===== src/rtl/gcb_pkg.sv =====
`timescale 1ns / 1ps
// ---------------------------------------------------------------------------
// gcb_pkg
// Shared types and constants of the grapheme cluster breaker.
// ---------------------------------------------------------------------------
package gcb_pkg;

  // Width of the open-cluster byte counter; it saturates at all ones.
  localparam int LENGTH_BITS  = 16;
  localparam int CLUSTER_BITS = 16;
  localparam int CLASS_BITS   = 5;
  localparam int BYTES_BITS   = 3;

  // Grapheme-break classes as delivered by the lookup upstream.
  typedef enum logic [CLASS_BITS-1:0] {
    CL_OTHER     = 5'd0,
    CL_CR        = 5'd1,
    CL_LF        = 5'd2,
    CL_CONTROL   = 5'd3,
    CL_EXTEND    = 5'd4,
    CL_INCB_EXT  = 5'd5,
    CL_INCB_LINK = 5'd6,
    CL_ZWJ       = 5'd7,
    CL_SPACING   = 5'd8,
    CL_PREPEND   = 5'd9,
    CL_L         = 5'd10,
    CL_V         = 5'd11,
    CL_T         = 5'd12,
    CL_LV        = 5'd13,
    CL_LVT       = 5'd14,
    CL_RI        = 5'd15,
    CL_PICT      = 5'd16,
    CL_CONS      = 5'd17
  } class_t;

  // Scanner position within the open cluster, one-hot.
  typedef enum logic [12:0] {
    S_START    = 13'b0000000000001,
    S_CR       = 13'b0000000000010,
    S_CTRL     = 13'b0000000000100,
    S_L        = 13'b0000000001000,
    S_V        = 13'b0000000010000,
    S_T        = 13'b0000000100000,
    S_PREPEND  = 13'b0000001000000,
    S_CONS     = 13'b0000010000000,
    S_LINK     = 13'b0000100000000,
    S_PICT     = 13'b0001000000000,
    S_PICT_ZWJ = 13'b0010000000000,
    S_RI       = 13'b0100000000000,
    S_MAYBE    = 13'b1000000000000
  } state_t;

  // Outcome of one item: new scanner state and the result it produces.
  typedef struct packed {
    state_t                  next_state;
    logic [LENGTH_BITS-1:0]  next_bytes;
    logic                    done;
    logic [CLUSTER_BITS-1:0] bytes;
  } step_t;

endpackage


===== src/rtl/gcb_in_if.sv =====
`timescale 1ns / 1ps
// ---------------------------------------------------------------------------
// gcb_in_if
// Code point channel: break class, UTF-8 length and end-of-text mark.
// ---------------------------------------------------------------------------
interface gcb_in_if;
  logic                            valid;
  logic                            ready;
  logic [gcb_pkg::CLASS_BITS-1:0]  break_class;
  logic [gcb_pkg::BYTES_BITS-1:0]  char_bytes;
  logic                            end_of_text;

  modport source (output valid, output break_class, output char_bytes,
                  output end_of_text, input ready);
  modport sink   (input valid, input break_class, input char_bytes,
                  input end_of_text, output ready);
endinterface


===== src/rtl/gcb_out_if.sv =====
`timescale 1ns / 1ps
// ---------------------------------------------------------------------------
// gcb_out_if
// Result channel: cluster boundary flag and finished cluster length.
// ---------------------------------------------------------------------------
interface gcb_out_if;
  logic                              valid;
  logic                              ready;
  logic                              cluster_done;
  logic [gcb_pkg::CLUSTER_BITS-1:0]  cluster_bytes;

  modport source (output valid, output cluster_done, output cluster_bytes,
                  input ready);
  modport sink   (input valid, input cluster_done, input cluster_bytes,
                  output ready);
endinterface


===== src/rtl/gcb_step.sv =====
`timescale 1ns / 1ps
// ---------------------------------------------------------------------------
// gcb_step
// Boundary rules for one code point: next scanner state, cluster length.
// ---------------------------------------------------------------------------
module gcb_step (
  input  gcb_pkg::state_t                     state,
  input  logic [gcb_pkg::LENGTH_BITS-1:0]     open_bytes,
  input  logic [gcb_pkg::CLASS_BITS-1:0]      break_class,
  input  logic [gcb_pkg::BYTES_BITS-1:0]      char_bytes,
  input  logic                                end_of_text,
  output gcb_pkg::step_t                      step
);

  localparam int LB = gcb_pkg::LENGTH_BITS;
  localparam logic [LB-1:0] LEN_MAX = {LB{1'b1}};

  typedef struct packed {
    logic            brk;
    gcb_pkg::state_t st;
  } join_t;

  // State taken by a code point that opens a cluster
  function automatic gcb_pkg::state_t begin_state(gcb_pkg::class_t c);
    gcb_pkg::state_t s;
    unique case (c)
      gcb_pkg::CL_CR:                       s = gcb_pkg::S_CR;
      gcb_pkg::CL_LF, gcb_pkg::CL_CONTROL:  s = gcb_pkg::S_CTRL;
      gcb_pkg::CL_L:                        s = gcb_pkg::S_L;
      gcb_pkg::CL_V, gcb_pkg::CL_LV:        s = gcb_pkg::S_V;
      gcb_pkg::CL_T, gcb_pkg::CL_LVT:       s = gcb_pkg::S_T;
      gcb_pkg::CL_PREPEND:                  s = gcb_pkg::S_PREPEND;
      gcb_pkg::CL_CONS:                     s = gcb_pkg::S_CONS;
      gcb_pkg::CL_PICT:                     s = gcb_pkg::S_PICT;
      gcb_pkg::CL_RI:                       s = gcb_pkg::S_RI;
      default:                              s = gcb_pkg::S_MAYBE;
    endcase
    return s;
  endfunction

  // Extend, ZWJ and spacing marks join anything (GB9, GB9a)
  function automatic join_t maybe_join(gcb_pkg::class_t c);
    join_t j;
    j.st  = gcb_pkg::S_MAYBE;
    j.brk = !(c >= gcb_pkg::CL_EXTEND && c <= gcb_pkg::CL_SPACING);
    return j;
  endfunction

  function automatic join_t keep(gcb_pkg::state_t s);
    join_t j;
    j.brk = 1'b0;
    j.st  = s;
    return j;
  endfunction

  // Continuation rules per scanner state
  function automatic join_t join_rule(gcb_pkg::state_t s, gcb_pkg::class_t c);
    join_t j;
    j = maybe_join(c);
    unique case (s)
      gcb_pkg::S_CR: begin
        j.brk = (c != gcb_pkg::CL_LF);
        j.st  = gcb_pkg::S_CTRL;
      end
      gcb_pkg::S_CTRL: j.brk = 1'b1;
      gcb_pkg::S_L: begin
        if (c == gcb_pkg::CL_L) j = keep(gcb_pkg::S_L);
        else if (c == gcb_pkg::CL_V || c == gcb_pkg::CL_LV) j = keep(gcb_pkg::S_V);
        else if (c == gcb_pkg::CL_LVT) j = keep(gcb_pkg::S_T);
      end
      gcb_pkg::S_V: begin
        if (c == gcb_pkg::CL_V) j = keep(gcb_pkg::S_V);
        else if (c == gcb_pkg::CL_T) j = keep(gcb_pkg::S_T);
      end
      gcb_pkg::S_T: begin
        if (c == gcb_pkg::CL_T) j = keep(gcb_pkg::S_T);
      end
      gcb_pkg::S_PREPEND: begin
        // Prepend binds forward unless a control follows
        j.brk = (c == gcb_pkg::CL_CR || c == gcb_pkg::CL_LF || c == gcb_pkg::CL_CONTROL);
        j.st  = begin_state(c);
      end
      gcb_pkg::S_CONS: begin
        if (c == gcb_pkg::CL_INCB_EXT || c == gcb_pkg::CL_ZWJ) j = keep(gcb_pkg::S_CONS);
        else if (c == gcb_pkg::CL_INCB_LINK) j = keep(gcb_pkg::S_LINK);
      end
      gcb_pkg::S_LINK: begin
        if (c == gcb_pkg::CL_INCB_EXT || c == gcb_pkg::CL_INCB_LINK ||
            c == gcb_pkg::CL_ZWJ) j = keep(gcb_pkg::S_LINK);
        else if (c == gcb_pkg::CL_CONS) j = keep(gcb_pkg::S_CONS);
      end
      gcb_pkg::S_PICT: begin
        if (c == gcb_pkg::CL_EXTEND || c == gcb_pkg::CL_INCB_EXT ||
            c == gcb_pkg::CL_INCB_LINK) j = keep(gcb_pkg::S_PICT);
        else if (c == gcb_pkg::CL_ZWJ) j = keep(gcb_pkg::S_PICT_ZWJ);
      end
      gcb_pkg::S_PICT_ZWJ: begin
        if (c == gcb_pkg::CL_PICT) j = keep(gcb_pkg::S_PICT);
      end
      gcb_pkg::S_RI: begin
        if (c == gcb_pkg::CL_RI) j = keep(gcb_pkg::S_MAYBE);
      end
      default: ;
    endcase
    return j;
  endfunction

  // Saturating length add
  function automatic logic [LB-1:0] add_sat(logic [LB-1:0] a,
                                            logic [gcb_pkg::BYTES_BITS-1:0] b);
    logic [LB:0] sum;
    sum = {1'b0, a} + (LB+1)'(b);
    return (sum >= {1'b0, LEN_MAX}) ? LEN_MAX : sum[LB-1:0];
  endfunction

  gcb_pkg::class_t cls;
  join_t           jr;
  logic            is_open;

  // Classes past the last defined one behave as Other
  assign cls = (break_class > gcb_pkg::CL_CONS) ? gcb_pkg::CL_OTHER
                                                : gcb_pkg::class_t'(break_class);
  assign jr      = join_rule(state, cls);
  assign is_open = (state != gcb_pkg::S_START);

  always_comb begin
    step.done       = 1'b0;
    step.bytes      = '0;
    step.next_state = begin_state(cls);
    step.next_bytes = add_sat('0, char_bytes);
    priority if (end_of_text) begin
      step.done       = is_open;
      step.bytes      = is_open ? gcb_pkg::CLUSTER_BITS'(open_bytes) : '0;
      step.next_state = gcb_pkg::S_START;
      step.next_bytes = '0;
    end else if (!is_open) begin
      // first code point of the text: defaults apply
    end else if (jr.brk) begin
      step.done  = 1'b1;
      step.bytes = gcb_pkg::CLUSTER_BITS'(open_bytes);
    end else begin
      step.next_state = jr.st;
      step.next_bytes = add_sat(open_bytes, char_bytes);
    end
  end

endmodule


===== src/rtl/grapheme_cluster_breaker_unit.sv =====
`timescale 1ns / 1ps
// ---------------------------------------------------------------------------
// grapheme_cluster_breaker_unit
// Streaming extended grapheme cluster boundary detector with cluster length.
// ---------------------------------------------------------------------------
//  channel   direction  payload
//  items     in         break_class, char_bytes, end_of_text
//  results   out        cluster_done, cluster_bytes
//
//  One item per cycle unless results stalls; each item passes the input register
//  and then the result register. The rule-state and byte-count update is the only
//  loop. Synchronous reset returns to start of text with no cluster open.
//  A stalled result holds in the output register; one further item waits
//  in the input register, after which items is held off.
module grapheme_cluster_breaker_unit (
  input logic       clk,
  input logic       rst,
  gcb_in_if.sink    items,
  gcb_out_if.source results
);

  // Input register
  logic                            v1;
  logic [gcb_pkg::CLASS_BITS-1:0]  cls1;
  logic [gcb_pkg::BYTES_BITS-1:0]  nb1;
  logic                            eot1;

  // Scanner state
  gcb_pkg::state_t                  rule_state;
  logic [gcb_pkg::LENGTH_BITS-1:0]  open_bytes;

  // Result register
  logic                             ov;
  logic                             done_r;
  logic [gcb_pkg::CLUSTER_BITS-1:0] bytes_r;

  gcb_pkg::step_t step;
  logic           adv;

  assign adv         = !ov || results.ready;
  assign items.ready = !v1 || adv;

  gcb_step u_step (
    .state       (rule_state),
    .open_bytes  (open_bytes),
    .break_class (cls1),
    .char_bytes  (nb1),
    .end_of_text (eot1),
    .step        (step)
  );

  // Control and state
  always_ff @(posedge clk) begin
    if (rst) begin
      v1         <= 1'b0;
      ov         <= 1'b0;
      rule_state <= gcb_pkg::S_START;
      open_bytes <= '0;
    end else begin
      if (items.valid && items.ready) v1 <= 1'b1;
      else if (adv)                   v1 <= 1'b0;

      if (v1 && adv) begin
        ov         <= 1'b1;
        rule_state <= step.next_state;
        open_bytes <= step.next_bytes;
      end else if (results.ready) begin
        ov <= 1'b0;
      end
    end
  end

  // Payload registers
  always_ff @(posedge clk) begin
    if (items.valid && items.ready) begin
      cls1 <= items.break_class;
      nb1  <= items.char_bytes;
      eot1 <= items.end_of_text;
    end
    if (v1 && adv) begin
      done_r  <= step.done;
      bytes_r <= step.bytes;
    end
  end

  assign results.valid         = ov;
  assign results.cluster_done  = done_r;
  assign results.cluster_bytes = bytes_r;

endmodule


===== src/flat_wrapper.sv =====
// flat-port wrapper written by rule: the top's interface ports become plain ports
module grapheme_cluster_breaker_unit_flat 
  (clk, rst, items_valid, items_break_class, items_char_bytes, items_end_of_text, items_ready, results_valid, results_cluster_done, results_cluster_bytes, results_ready);
  gcb_in_if items_i ();
  gcb_out_if results_i ();
  input logic clk;
  input logic rst;
  input wire logic [$bits(items_i.valid)-1:0] items_valid;
  input wire logic [$bits(items_i.break_class)-1:0] items_break_class;
  input wire logic [$bits(items_i.char_bytes)-1:0] items_char_bytes;
  input wire logic [$bits(items_i.end_of_text)-1:0] items_end_of_text;
  output wire logic [$bits(items_i.ready)-1:0] items_ready;
  output wire logic [$bits(results_i.valid)-1:0] results_valid;
  output wire logic [$bits(results_i.cluster_done)-1:0] results_cluster_done;
  output wire logic [$bits(results_i.cluster_bytes)-1:0] results_cluster_bytes;
  input wire logic [$bits(results_i.ready)-1:0] results_ready;
  assign items_i.valid = items_valid;
  assign items_i.break_class = items_break_class;
  assign items_i.char_bytes = items_char_bytes;
  assign items_i.end_of_text = items_end_of_text;
  assign items_ready = items_i.ready;
  assign results_valid = results_i.valid;
  assign results_cluster_done = results_i.cluster_done;
  assign results_cluster_bytes = results_i.cluster_bytes;
  assign results_i.ready = results_ready;
  grapheme_cluster_breaker_unit u_core (.clk(clk), .rst(rst), .items(items_i), .results(results_i));
endmodule

===== config.mk =====
export PLATFORM = sky130hd
export DESIGN_NAME = grapheme_cluster_breaker_unit_flat
export DESIGN_NICKNAME = d
export VERILOG_FILES = /design/src/rtl/gcb_pkg.sv /design/src/rtl/gcb_in_if.sv /design/src/rtl/gcb_out_if.sv /design/src/rtl/gcb_step.sv /design/src/rtl/grapheme_cluster_breaker_unit.sv /design/src/flat_wrapper.sv
export SDC_FILE = /design/constraint.sdc
export NUM_CORES = 1
export LEC_CHECK = 0
export BUFFER_PORTS_ARGS = -buffer_cell sky130_fd_sc_hd__buf_2
export CORE_MARGIN = 5
export CORE_UTILIZATION = 33
export DETAILED_ROUTE_END_ITERATION = 7
export PLACE_DENSITY_LB_ADDON = 0.12
export REMOVE_ABC_BUFFERS = 1
export SKIP_CTS_REPAIR_TIMING = 1
export SLEW_MARGIN = 40
export SYNTH_ARGS = -nofsm -noshare
export SYNTH_HDL_FRONTEND = slang
export SYNTH_HIERARCHICAL = 1
export SYNTH_SLANG_ARGS = --single-unit
export TNS_END_PERCENT = 5

===== constraint.sdc =====
create_clock -name clk -period 6.3 [get_ports clk]
set_input_delay 0 -clock clk [delete_from_list [all_inputs] [get_ports clk]]
set_output_delay 0 -clock clk [all_outputs]
set_load 0.01 [all_outputs]

==> flow_metrics.tcl, run 1 <==
set metrics [dict create \
    worstPathMaxFanout 14 \
    drt-initial-drc-count 173 \
    n_antenna_cell 0 \
    cts.sinks 57 \
    cts_htree_levels 3 \
    io_pins 32 \
    vias_per_cell 5.210 \
    fin_crit_ps 3431 \
    place_congestion 0.8869 \
    wl_per_cell_um 15.63 \
    synthFlopType "dfxtp_1" \
    tightest_slew_ps 775.9 \
    track_usage_pct 13.76 \
    ys_warn_count 6 \
    syn_inst 388 \
    post-route-drc-count 0 \
    final_core_util_pct 39.36 \
    first_pass_iters 4 \
    avgSynthCellArea_um2 9.574 \
    clock.fmax_mhz 291.4 \
    rows 38 \
    yosys.cell_types.count 61 \
    cts_buffers 9 \
    grt_pass1_vias 2763 \
    clockBufferDepth 2 \
    placed_area_mm2 0.003870 \
    cp.required_ps 6560 \
    syn_to_final_growth_pct 15.86 \
    clock-root-buffer "clkbuf_16" \
    layout-drive-gt1-share_pct 16.27 \
    ir_drop_mv 0.1722 \
    synth-edff-count 26 \
    p_per_area_mw_per_mm2 236.4 \
    grt_pass1_wl_um 14280 \
    grt_max_degree 61 \
    coreArea_mm2 0.01094 \
    rsz0062_at_grt "false" \
    cts_tree "built" \
    nFillCells 1116 \
    period_share_pct 54.46 \
    vias 2907 \
    die_area_mm2 0.01348 \
    finalMaxSlewViolations 0 \
    ant_nets 0 \
    die_w_um 116.1 \
    max_slew_margin_pct 48.27 \
    start_util_pct 33.97 \
    finalPower_mw 1.017 \
    start_kind "register" \
    skew_ps 4.395 \
    maxCapViolations 0 \
    whs_ps 115.2 \
    multi_input_area_mm2 0.002100 \
    die_h_um 116.1 \
    critical_path_class "register to register" \
    portBuffers 31 \
    synth_seq_area_share_pct 37.72 \
    cts.clk_slew.worst_paths_ps 50 \
    seqCellArea_mm2 0.001401 \
    cp_data_arrival_time_ps 3690 \
    finalHoldViolations 0 \
    antenna_found_initial 0 \
    tns_ps 0 \
    holdCritPathClass "input pin to register" \
    wl_um 8720 \
    leakagePower_nw 1.414 \
    hpwl_um 5775 \
    gr-total-overflow 0 \
    synth-async-reset-ratio_pct 0 \
    cp-end-kind "register" \
    synth_seq_cells 57 \
    synth_area_mm2 0.003715 \
    outcome "completed" \
    clk_latency_ps 330 \
    nNetsFinal 430 \
    finalSetupViolCount 0 \
    fin_area_mm2 0.004304 \
]
==> where the power goes <==
| group | leakage (nW) | internal (mW) | switching, mW | total (mW) |
|---|---|---|---|---|
| Clock | 0.154 | 0.356 | 0.165 | 0.521 |
| Sequential | 0.492 | 0.399 | 0.0107 | 0.409 |
| Combinational | 0.768 | 0.0367 | 0.0498 | 0.0865 |
==> critical path, cell delays in order, from the launching register on <==
cell and delay (ps):
dfxtp_1 400, or4_1 630, nor4_1 520, a221o_1 280
a211oi_1 100, o31ai_4 470, nand2_2 360, a221oi_1 370
nand2b_1 90, mux2i_1 130
==> Yosys cell counts (3+ instances only) <==
cell / count / area (um2)
a21oi_1: 16 / 80.08
nor2_1: 23 / 86.33
and3_1: 6 / 37.54
or4_1: 4 / 30.03
inv_1: 5 / 18.77
clkbuf_1: 20 / 75.07
xnor2_1: 9 / 78.83
nand4_1: 4 / 25.02
a211oi_1: 8 / 60.06
nand2_1: 20 / 75.07
edfxtp_1: 26 / 780.8
a2111oi_0: 3 / 26.28
nor2b_1: 3 / 18.77
nor4_1: 8 / 50.05
nand2b_1: 58 / 362.9
buf_12: 3 / 60.06
buf_6: 5 / 56.30
dfxtp_1: 31 / 620.6
xor2_1: 9 / 78.83
ha_1: 3 / 37.54
and2_1: 16 / 100.1
a211oi_2: 10 / 125.1
mux2i_1: 29 / 290.3
nor4b_1: 12 / 105.1
nand3_1: 9 / 45.04
nor3_1: 8 / 40.04
==> per-layer routing <==
metal / global-route usage (%) / share of wire [%] / vias to the layer above / wire (um)
met2: 19.33 / 43 / 66 / 3733
met3: 3.212 / 4.4 / 14 / 383
met1: 19.38 / 51 / 1375 / 4404
li1: - / - / 1452 / -
met4: 7.657 / 2.3 / 0 / 199
met5: 0 / 0 / - / 0
==> logic make-up after synthesis <==
kind of cell / count (synthesis) / share of synthesized area (%)
xor+xnor: 18 / 4.244
buf+inv: 37 / 6.164
compound gates: 56 / 12.53
fa+ha+maj: 4 / 1.549
mux: 29 / 7.814
flops: 57 / 37.72
simple gates: 187 / 29.98
==> metrics by stage <==
stage / std cells / setup WS (ps)
floorplan: 357 / 3304
global placement: 531 / 2951
detailed placement: 531 / 2919
CTS: 547 / 2904
global route: 558 / 2557
finish: 558 / 2869
==> layout make-up <==
| cell class | instances | area share [%] |
|---|---|---|
| flip-flops and latches | 57 | 32.56 |
| clock inverters | 3 | 1.512 |
| well taps | 140 | 4.070 |
| clock buffers | 13 | 5.814 |
| multi-input cells | 294 | 48.78 |
| repair buffers | 45 | 6.744 |
| inverters | 6 | 0.5233 |
==> state kept, by name, indices dropped and copies added, names as in the netlist <==
register and count:
u_core/cls1 5, u_core/open_bytes 16, u_core/nb1 3, u_core/rule_state 13, u_core/eot1 1, u_core/results.cluster_done 1, u_core/results.valid 1, u_core/v1 1
u_core/results.cluster_bytes 16
==> path summary, 6_finish.rpt <==
path                         from               endpoint  slack [ps]  cells after the start
min reg2reg  u_core/open_bytes[0]   u_core/open_bytes[0]         490                      2
max reg2reg  u_core/rule_state[2]  u_core/rule_state[12]        2870                      9
max          u_core/rule_state[2]  u_core/rule_state[12]        2870                      9
min                           rst   u_core/results.valid         120                      2
==> cell usage in the layout (no fill, tap or decap), types with 3 or more instances in the layout <==
master | Yosys | final
a2111oi_0 | 3 | 3
a211oi_1 | 8 | 8
a211oi_2 | 10 | 10
a21oi_1 | 16 | 15
and2_1 | 16 | 16
and3_1 | 6 | 6
buf_2 | 0 | 30
buf_4 | 1 | 4
clkbuf_1 | 20 | 3
clkbuf_16 | 0 | 9
dfxtp_1 | 31 | 31
dlygate4sd3_1 | 0 | 11
edfxtp_1 | 26 | 26
ha_1 | 3 | 3
inv_1 | 5 | 5
mux2i_1 | 29 | 29
nand2_1 | 20 | 20
nand2b_1 | 58 | 58
nand3_1 | 9 | 9
nand4_1 | 4 | 4
nor2_1 | 23 | 23
nor2b_1 | 3 | 3
nor3_1 | 8 | 8
nor4_1 | 8 | 8
nor4b_1 | 12 | 11
or4_1 | 4 | 4
xnor2_1 | 9 | 9
xor2_1 | 9 | 9
Power figures use the tool's default switching activity.
==> inputs of run 2 (changes only) <==
==> constraint.sdc (replaced) <==
create_clock -name clk -period 2.9 [get_ports clk]
set_input_delay 0 -clock clk [delete_from_list [all_inputs] [get_ports clk]]
set_output_delay 0 -clock clk [all_outputs]
set_load 0.01 [all_outputs]
==> flow_metrics.tcl, run 2 (same netlist as run 1, synthesis figures left out) <==
set metrics [dict create \
    antenna_found_initial 0 \
    multi_input_area_mm2 0.002203 \
    holdCritPathClass "input pin to register" \
    layout_common_cells "nand2b_1, buf_4, dfxtp_1" \
    rsz0062_at_grt "true" \
    grt_pass1_vias 2897 \
    finalMaxSlewViolations 0 \
    cts.clk_slew.worst_paths_ps 50 \
    nNetsFinal 465 \
    nFillCells 1098 \
    max_slew_margin_pct 50.49 \
    finalPower_mw 2.241 \
    r2r_slack_ps 30 \
    worstPathMaxFanout 7 \
    portBuffers 31 \
    maxCapViolations 0 \
    wl_um 9070 \
    seqCellArea_mm2 0.001401 \
    cts_tree "built" \
    post-route-drc-count 0 \
    ant_nets 0 \
    reg2reg_from "u_core/rule_state[2]" \
    place_congestion 0.8306 \
    wl_per_cell_um 15.30 \
    pre_cts_ws_ps -31.38 \
    gr-total-overflow 0 \
    cp_data_arrival_time_ps 2950 \
    finalHoldViolations 0 \
    layout-drive-gt1-share_pct 26.05 \
    placed_area_mm2 0.004121 \
    r2r_cells 9 \
    cp-end-kind "register" \
    clockBufferDepth 2 \
    finalSetupViolCount 0 \
    clock-root-buffer "clkbuf_16" \
    first_pass_iters 4 \
    drt-initial-drc-count 156 \
    switching_share_pct 23.14 \
    fin_crit_ps 2873 \
    skew_ps 6.540 \
    track_usage_pct 14.13 \
    cts.sinks 57 \
    cp-startpoint "u_core/rule_state[2]" \
    die_h_um 116.1 \
    final_common_cell "nand2b_1" \
    p_per_area_mw_per_mm2 478.0 \
    fin_area_mm2 0.004688 \
    critical_path_class "register to register" \
    rows 38 \
    power_frac_comb_pct 10.3 \
    ir_drop_mv 0.2502 \
    grt_max_degree 61 \
    period_share_pct 99.06 \
    r2r_end "u_core/results.cluster_bytes[12]" \
    start_kind "register" \
    hpwl_um 6213 \
    cts_buffers 9 \
    fin_ws_ps 27.27 \
    tightest_slew_ps 742.6 \
    syn_to_final_growth_pct 26.20 \
    io_pins 32 \
    start_util_pct 33.97 \
    clock.fmax_mhz 348.1 \
    grt_pass1_wl_um 14870 \
    die_area_mm2 0.01348 \
    final_core_util_pct 42.87 \
    clkPwrFrac_pct 50.2 \
    leakagePower_nw 1.624 \
    die_w_um 116.1 \
    p_int_mw 1.722 \
    vias_per_cell 5.147 \
    cts_htree_levels 3 \
    p_switching_mw 0.5187 \
    outcome "completed" \
    clk_latency_ps 330 \
    tns_ps 0 \
    vias 3052 \
    cp.required_ps 2980 \
    seq_power_share_pct 39.5 \
    crit_end "u_core/results.cluster_bytes[12]" \
    n_antenna_cell 0 \
    coreArea_mm2 0.01094 \
]
run 2: cell types whose count changed in the layout (fill, tap and decap cells not counted), sizes merged:
cell	before	now
buf	34	69
clkbuf	13	10
clkinv	1	4
run 2: worst min path at each step:
stage / from / end / slack, ps / cells past startpoint
final: rst / u_core/results.valid / 100 / 2
after global routing: rst / u_core/results.valid / 150 / 2
after CTS: items_break_class[0] / u_core/cls1[0] / -170 / 1
after detailed placement: items_break_class[0] / u_core/cls1[0] / 180 / 1
after global placement: items_break_class[2] / u_core/cls1[2] / 180 / 1
after floorplan: rst / u_core/v1 / 70 / 1
run 2: area by class of cell:
type	instances	share of cell area, %
clock buffers	10	4.884
clock inverters	6	1.788
inverters	6	0.4804
multi-input cells	294	47.00
flip-flops and latches	57	29.89
well taps	140	3.736
repair buffers	80	12.22
run 2: per-layer routing:
metal | GRT usage (%) | vias up | part of all wire [%]
met3 | 2.591 | 16 | 3.4
met2 | 20.64 | 59 | 45
met5 | 0 | - | 0
met1 | 19.71 | 1446 | 49
li1 | - | 1531 | -
met4 | 7.734 | 0 | 2.5
run 2: critical path, stage by stage, from the launching register on:
cell	delay (ps)
dfxtp_1	310
or4_4	540
or4b_4	580
a21oi_4	160
a211oi_2	100
o31ai_4	330
buf_4	180
a22oi_2	110
buf_6	170
and2_1	160
run 2: metrics by stage:
step           hold WS, ps  std cells
2_1_floorplan        69.07        357
3_3_place_gp         176.6        565
3_5_place_dp         178.1        565
4_1_cts             -167.2        581
5_1_grt              146.3        593
6_report             102.1        593
run 2: power groups by stage:
stage / Clock (mW) / Sequential (mW) / Combinational [mW]
2_1_floorplan: 0 / 0.912 / 0.104
3_3_place_gp: 0 / 0.901 / 0.206
3_5_place_dp: 0 / 0.900 / 0.206
4_1_cts: 1.16 / 0.884 / 0.207
5_1_grt: 1.20 / 0.887 / 0.253
6_report: 1.13 / 0.885 / 0.231
